File: config.mk
export PLATFORM = sky130hd
export DESIGN_NAME = oaht_ctrl
export DESIGN_NICKNAME = d
export VERILOG_FILES = /design/src/rtl/oaht_pkg.sv /design/src/rtl/oaht_ctrl.sv
export SDC_FILE = /design/constraint.sdc
export NUM_CORES = 1
export LEC_CHECK = 0
export BUFFER_PORTS_ARGS = -buffer_cell sky130_fd_sc_hd__buf_2
export CORE_MARGIN = 4
export CORE_UTILIZATION = 43
export DETAILED_ROUTE_END_ITERATION = 12
export PLACE_DENSITY_LB_ADDON = 0.3
export SLEW_MARGIN = 10
export SYNTH_ARGS = -nofsm -noshare
export SYNTH_HDL_FRONTEND = slang
export SYNTH_SLANG_ARGS = --single-unit
File: constraint.sdc
create_clock -name clock -period 10.75 [get_ports clock]
set_input_delay 1.6125 -clock clock [delete_from_list [all_inputs] [get_ports clock]]
set_output_delay 1.6125 -clock clock [all_outputs]
set_load 0.01 [all_outputs]
File: src/rtl/oaht_pkg.sv
// Shared types, constants and codes of the open addressing hash table.
package oaht_pkg;

   localparam int CAPACITY = 64;
   localparam int IDX_W = $clog2(CAPACITY);
   localparam int KEY_W = 32;
   localparam int VAL_W = 64;
   localparam int FUNC_W = 2;
   localparam int STATUS_W = 2;
   localparam int LIMIT_W = 6;
   localparam int COUNT_W = 7;
   localparam logic [LIMIT_W-1:0] LIMIT_RESET = LIMIT_W'(48);

   localparam logic [FUNC_W-1:0] FUNC_GET = 2'd0;
   localparam logic [FUNC_W-1:0] FUNC_SET = 2'd1;
   localparam logic [FUNC_W-1:0] FUNC_DEL = 2'd2;

   localparam logic [STATUS_W-1:0] STATUS_OK = 2'd0;
   localparam logic [STATUS_W-1:0] STATUS_NOT_FOUND = 2'd1;
   localparam logic [STATUS_W-1:0] STATUS_FULL = 2'd2;

   typedef enum logic [1:0] {
      MARK_EMPTY = 2'd0,
      MARK_LIVE = 2'd1,
      MARK_TOMB = 2'd2
   } mark_type;

   typedef enum logic [1:0] {
      ST_IDLE,
      ST_PROBE,
      ST_DONE
   } state_type;

   typedef struct packed {
      logic rd_en;
      logic [IDX_W-1:0] rd_idx;
      logic wr_en;
      logic wr_value_en;
      logic [IDX_W-1:0] wr_idx;
      mark_type wr_mark;
      logic [KEY_W-1:0] wr_key;
      logic [VAL_W-1:0] wr_value;
   } mem_req_type;

   typedef struct packed {
      mark_type mark;
      logic [KEY_W-1:0] key;
      logic [VAL_W-1:0] value;
   } mem_rsp_type;

endpackage

File: src/rtl/oaht_ctrl.sv
// Probe sequencer: walks the slots, decides the outcome and writes back.
module oaht_ctrl (
   input logic clock,
   input logic reset,
   input logic req_valid,
   output logic req_ready,
   input logic [oaht_pkg::FUNC_W-1:0] req_func,
   input logic [oaht_pkg::KEY_W-1:0] req_key_id,
   input logic [oaht_pkg::KEY_W-1:0] req_key_hash,
   input logic [oaht_pkg::VAL_W-1:0] req_value_in,
   output logic rsp_valid,
   input logic rsp_ready,
   output logic [oaht_pkg::STATUS_W-1:0] rsp_status,
   output logic rsp_is_new_key,
   output logic [oaht_pkg::VAL_W-1:0] rsp_value_out,
   input logic csr_valid,
   output logic csr_ready,
   input logic [oaht_pkg::LIMIT_W-1:0] csr_max_used_slots,
   output oaht_pkg::mem_req_type mem_req,
   input oaht_pkg::mem_rsp_type mem_rsp
);
   import oaht_pkg::*;

   state_type state_ff, state_in;
   logic [FUNC_W-1:0] func_ff, func_in;
   logic [KEY_W-1:0] key_ff, key_in;
   logic [VAL_W-1:0] val_ff, val_in;
   logic [IDX_W-1:0] idx_ff, idx_in;
   logic [IDX_W-1:0] cnt_ff, cnt_in;
   logic tomb_seen_ff, tomb_seen_in;
   logic [IDX_W-1:0] tomb_idx_ff, tomb_idx_in;
   logic hit_ff, hit_in;
   logic [IDX_W-1:0] hit_idx_ff, hit_idx_in;
   logic empty_ff, empty_in;
   logic [IDX_W-1:0] empty_idx_ff, empty_idx_in;
   logic [VAL_W-1:0] hit_val_ff, hit_val_in;
   logic [COUNT_W-1:0] used_ff, used_in;
   logic [LIMIT_W-1:0] limit_ff, limit_in;
   logic rsp_valid_ff, rsp_valid_in;
   logic [STATUS_W-1:0] status_ff, status_in;
   logic is_new_ff, is_new_in;
   logic [VAL_W-1:0] value_out_ff, value_out_in;
   logic fits;
   logic out_free;
   logic [IDX_W-1:0] idx_next;

   assign req_ready = (state_ff == ST_IDLE);
   assign csr_ready = (state_ff == ST_IDLE);
   assign rsp_valid = rsp_valid_ff;
   assign rsp_status = status_ff;
   assign rsp_is_new_key = is_new_ff;
   assign rsp_value_out = value_out_ff;

   assign out_free = !rsp_valid_ff || rsp_ready;
   assign idx_next = idx_ff + IDX_W'(1);
   assign fits = ({1'b0, used_ff} + 8'd1) <= {2'b00, limit_ff};

   always_comb begin
      state_in = state_ff;
      func_in = func_ff;
      key_in = key_ff;
      val_in = val_ff;
      idx_in = idx_ff;
      cnt_in = cnt_ff;
      tomb_seen_in = tomb_seen_ff;
      tomb_idx_in = tomb_idx_ff;
      hit_in = hit_ff;
      hit_idx_in = hit_idx_ff;
      empty_in = empty_ff;
      empty_idx_in = empty_idx_ff;
      hit_val_in = hit_val_ff;
      used_in = used_ff;
      limit_in = limit_ff;
      rsp_valid_in = rsp_valid_ff && !rsp_ready;
      status_in = status_ff;
      is_new_in = is_new_ff;
      value_out_in = value_out_ff;
      mem_req = '0;
      mem_req.wr_mark = MARK_LIVE;
      mem_req.wr_key = key_ff;
      mem_req.wr_value = val_ff;

      if (csr_valid && csr_ready) begin
         limit_in = csr_max_used_slots;
      end

      unique case (state_ff)
         ST_IDLE: begin
            if (req_valid) begin
               func_in = req_func;
               key_in = req_key_id;
               val_in = req_value_in;
               idx_in = req_key_hash[IDX_W-1:0];
               cnt_in = '0;
               tomb_seen_in = 1'b0;
               hit_in = 1'b0;
               empty_in = 1'b0;
               mem_req.rd_en = 1'b1;
               mem_req.rd_idx = req_key_hash[IDX_W-1:0];
               if (req_func == FUNC_GET || req_func == FUNC_SET || req_func == FUNC_DEL) begin
                  state_in = ST_PROBE;
               end else begin
                  state_in = ST_DONE;
               end
            end
         end
         ST_PROBE: begin
            priority if (mem_rsp.mark == MARK_EMPTY) begin
               empty_in = 1'b1;
               empty_idx_in = idx_ff;
               state_in = ST_DONE;
            end else if (mem_rsp.mark == MARK_LIVE && mem_rsp.key == key_ff) begin
               hit_in = 1'b1;
               hit_idx_in = idx_ff;
               hit_val_in = mem_rsp.value;
               state_in = ST_DONE;
            end else begin
               if (mem_rsp.mark == MARK_TOMB && !tomb_seen_ff) begin
                  tomb_seen_in = 1'b1;
                  tomb_idx_in = idx_ff;
               end
               if (cnt_ff == IDX_W'(CAPACITY - 1)) begin
                  state_in = ST_DONE;
               end else begin
                  cnt_in = cnt_ff + IDX_W'(1);
                  idx_in = idx_next;
                  mem_req.rd_en = 1'b1;
                  mem_req.rd_idx = idx_next;
               end
            end
         end
         ST_DONE: begin
            if (out_free) begin
               rsp_valid_in = 1'b1;
               status_in = STATUS_NOT_FOUND;
               is_new_in = 1'b0;
               value_out_in = '0;
               state_in = ST_IDLE;
               priority if (func_ff == FUNC_GET) begin
                  if (hit_ff) begin
                     status_in = STATUS_OK;
                     value_out_in = hit_val_ff;
                  end
               end else if (func_ff == FUNC_DEL) begin
                  if (hit_ff) begin
                     status_in = STATUS_OK;
                     mem_req.wr_en = 1'b1;
                     mem_req.wr_idx = hit_idx_ff;
                     mem_req.wr_mark = MARK_TOMB;
                  end
               end else if (func_ff == FUNC_SET) begin
                  mem_req.wr_value_en = 1'b1;
                  priority if (hit_ff) begin
                     status_in = STATUS_OK;
                     mem_req.wr_en = 1'b1;
                     mem_req.wr_idx = hit_idx_ff;
                  end else if (tomb_seen_ff) begin
                     status_in = STATUS_OK;
                     is_new_in = 1'b1;
                     mem_req.wr_en = 1'b1;
                     mem_req.wr_idx = tomb_idx_ff;
                  end else if (empty_ff && fits) begin
                     status_in = STATUS_OK;
                     is_new_in = 1'b1;
                     used_in = used_ff + COUNT_W'(1);
                     mem_req.wr_en = 1'b1;
                     mem_req.wr_idx = empty_idx_ff;
                  end else begin
                     status_in = STATUS_FULL;
                  end
               end else begin
                  status_in = STATUS_NOT_FOUND;
               end
            end
         end
         default: begin
            state_in = ST_IDLE;
         end
      endcase
   end

   always_ff @(posedge clock) begin
      if (reset) begin
         state_ff <= ST_IDLE;
         used_ff <= '0;
         limit_ff <= LIMIT_RESET;
         rsp_valid_ff <= 1'b0;
      end else begin
         state_ff <= state_in;
         used_ff <= used_in;
         limit_ff <= limit_in;
         rsp_valid_ff <= rsp_valid_in;
      end
   end

   always_ff @(posedge clock) begin
      func_ff <= func_in;
      key_ff <= key_in;
      val_ff <= val_in;
      idx_ff <= idx_in;
      cnt_ff <= cnt_in;
      tomb_seen_ff <= tomb_seen_in;
      tomb_idx_ff <= tomb_idx_in;
      hit_ff <= hit_in;
      hit_idx_ff <= hit_idx_in;
      empty_ff <= empty_in;
      empty_idx_ff <= empty_idx_in;
      hit_val_ff <= hit_val_in;
      status_ff <= status_in;
      is_new_ff <= is_new_in;
      value_out_ff <= value_out_in;
   end

endmodule

==> summary.md <==
| Metric | Value |
|---|---|
| Flop pwr share | 49.9% |
| Crit share post-route | between 40% and 50% |
| Avg Cell Area, Syn | 16.9 sq um |
| CTS max path bufs | 3 |
| Internal | roughly 0.002 W |
| Core area | about 0.023 sq mm |
| Worst min path class | reg -> reg |
| Tmin final | 5.06 ns |
| DP Area | around 0.013 sq mm |
| Leakage power | 5.49 nW |
| Post-CTS Hold Buffers | 0 |
| Largest stage delay, worst path | between 0.8 and 0.9 ns |
| Vias in the first global route | 6604 |
| P&R area growth vs syn | 33.1% |
| Die ar. | roughly 0.026 sq mm |
| CTS tree | yes |
| Power share of the clock group | 40.3% |
| Routed len/inst | roughly 19 um |
| Slowest-stage cell, CP | buf_4 |
| First DRT Iteration DRCs | 395 |
| Setup Viol. Count Final | 0 |
| DP HPWL | approximately 19000 um |
| Sequential fraction of the synthesis area | approximately four fifths |
| Post-synth top area cell | edfxtp_1 |
| Asr flop ratio synth | 0% |
| Overall Power | approximately 0.0026 W |
| # IOs | about 420 |
| Root Buffer | clkbuf_16 |
| Post CTS Setup Buffer Count | 0 |
| Max VDD drop | between 0.00015 and 0.0002 V |
| Total GRT Usage | a little under a fifth |
| Critical path class | in -> out |
| Total global routing overflow | 0 |
| Final wirelength | approximately 26000 um |
| Setup TNS | 0 ns |
| Clock Sinks | approximately 280 |
| Outcome | finished clean |
| Switching share of power | around 22% |
| Actual slew at the worst max-slew pin | roughly 1.1 ns |
| Slew headroom | between 20% and 30% |
| RSZ-0062 raised after global routing | no |
| Worst endpoint data arrival time | ~3.5 ns |
| Syn. warnings | 0 |
| Pin count of the biggest net entering global routing | approximately 90 |
| CTS HTree Levels | 1 |
| Top cell type's share of synthesized area | roughly three quarters |
| Cells after Synth | between 600 and 700 |
| First-pass GRT wire length | 37600 um |
| Post-synth top cells | edfxtp_1 (262), and2_1 (66), nand2_1 (45) |
| Dominant synthesized flop cell | edfxtp_1 |
| Post-Route Skew | 0.0204 ns |
| Die height | between 150 and 200 um |
| WP buf/inv | 4 |
| Util after Layout | slightly below 60% |
| CP cell instances | buf_2 -> nand2_1 -> inv_4 -> buf_4 -> nand2_1 -> o21ai_0 -> buf_2 |
| CTS buffer count | 30 |
| Cell with the most instances after synthesis | edfxtp_1 |
| Fillers | ~1900 |
| Layout cells sized above 1 | 43.8% |
| Die W | between 150 and 200 um |
| Critical Path RT | 9.14 ns |
| Startpoint Class | input pin |
| Maximum clock frequency | roughly 200 MHz |
| Clk_lat worst skew | 0.55 ns |
| Final Wtd Congestion | between 0.8 and 0.9 |
| Max-cap viol count | 0 |
| Largest delay share family, worst path | buffers and inverters |
| CTS resizes | 0 |
| Comb pwr share | about a tenth |
| Syn Nets | about 850 |
| Max Fanout on Critical Path | approximately 90 |
| Final Hold Vio Count | 0 |
| Final instance area | approximately 0.014 sq mm |
| Starting utilization of the core area | between 40% and 50% |
| Via-to-Cell Ratio | approximately 4.7 |
| Post-Syn Area | between 0.01 and 0.015 sq mm |
| Final nets | about 1300 |
| Post-route antenna net violation count | 0 |
| Cell row count | 56 |
| IO buf count | 395 |
| Worst-path clk slew | 0.06 ns |
| Slew Limit Fails | 0 |
| Number of flops mapped to enable cells by yosys | approximately 260 |
| Flops & latches, synth | roughly 280 |
| DRT Pass-1 Iters | 5 |
| Synth area leaders | edfxtp_1 (77%), and2_1 (4.0%), xnor2_1 (3.3%) |
| Net Sw Power | slightly below 0.0006 W |
| Nature of the critical path endpoint | primary output |
| Antenna violations before repair | 9 |
| Hold Slack | 0.458 ns |
| DR vias | about 6400 |
| Netlist cell types | 41 |
| DRC | 0 |
| Pwr Density | just under 200 mW/mm^2 |
==> cells by family after synthesis <==
kind of cell    Yosys count  synth area share [%]
mux                       8                 0.783
flops                   278                  80.0
fa+ha+maj                 9                  1.10
xor+xnor                 45                  3.85
buf+inv                  30                  1.21
compound gates           48                  3.12
simple gates            187                  9.89
==> power groups by stage <==
stage | sequential, W | combinational (W) | clock (W)
global route | 0.00131 | 0.000281 | 0.00113
detailed placement | 0.00133 | 0.000258 | 0
global placement | 0.00132 | 0.000255 | 0
CTS | 0.00131 | 0.000259 | 0.00108
floorplan | 0.00135 | 0.000107 | 0
finish | 0.00131 | 0.000256 | 0.00105
==> through the flow <==
stage / setup WS (ns) / cells
floorplan: 0.589 / 605
global placement: 5.66 / 1307
detailed placement: 5.66 / 1307
CTS: 5.65 / 1360
global route: 5.42 / 1364
finish: 5.69 / 1364
==> registers in the layout (all words and copies together), names as in the netlist, 6 cells and up <==
| register | cells |
|---|---|
| val_ff | 64 |
| empty_idx_ff | 6 |
| rsp_value_out | 64 |
| idx_ff | 6 |
| used_ff | 7 |
| key_ff | 32 |
| limit_ff | 6 |
| tomb_idx_ff | 6 |
| hit_val_ff | 64 |
| cnt_ff | 6 |
| hit_idx_ff | 6 |
==> path summary, 6_finish.rpt <==
| kind | slack (ns) | end | cells after the start | startpoint |
|---|---|---|---|---|
| setup / recovery | 5.69 | mem_req[110] | 7 | req_valid |
| hold / removal | 0.46 | limit_ff[1]$_SDFFE_PP0P_ | 2 | limit_ff[1]$_SDFFE_PP0P_ |
| setup reg to reg | 7.88 | key_ff[19]$_DFFE_PP_ | 4 | state_ff[0]$_SDFFE_PP0P_ |
| hold reg to reg | 0.46 | limit_ff[1]$_SDFFE_PP0P_ | 2 | limit_ff[1]$_SDFFE_PP0P_ |
==> worst min-delay path, stage by stage (launching register included) <==
cell	delay, ns
dfxtp_1	0.31
nand2_1	0.05
a21oi_1	0.05
==> layer usage <==
| layer | up-vias | track usage (%) | wire length (um) |
|---|---|---|---|
| li1 | 3074 | - | - |
| met1 | 3031 | 19.5 | 8810 |
| met2 | 265 | 33.9 | 13400 |
| met3 | 52 | 7.61 | 2650 |
| met4 | 6 | 6.73 | 770 |
| met5 | - | 0 | 28 |
==> area by class of cell <==
| cell class | count | area, sq um | area share [%] |
|---|---|---|---|
| clock inverter | 15 | 201 | 1.48 |
| timing repair buffer | 399 | 2010 | 14.7 |
| tap | 319 | 399 | 2.93 |
| antenna | 4 | 10.0 | 0.0735 |
| clock buffer | 38 | 822 | 6.04 |
| inverter | 14 | 55.1 | 0.404 |
| multi-input combinational | 297 | 1930 | 14.2 |
| sequential | 278 | 8190 | 60.1 |
==> layout by cell type (no fill, tap or decap), drive strengths merged, types with 2 or more instances in the layout <==
cell type,count
or2,2
inv,14
nand2,45
nand2b,5
clkinv,9
buf,399
a311o,2
mux2i,8
nor2,16
clkbuf,38
a21oi,13
nor3,5
o2111ai,2
nor4,4
nor2b,6
diode,4
nand3,16
bufinv,5
nor4b,4
a211oi,2
xnor2,39
dfxtp,16
and2,66
xor2,6
o21ai,19
and3,2
o31ai,4
or3,4
edfxtp,262
ha,9
nand4,9
No activity file was read; power rests on OpenSTA's default activity.
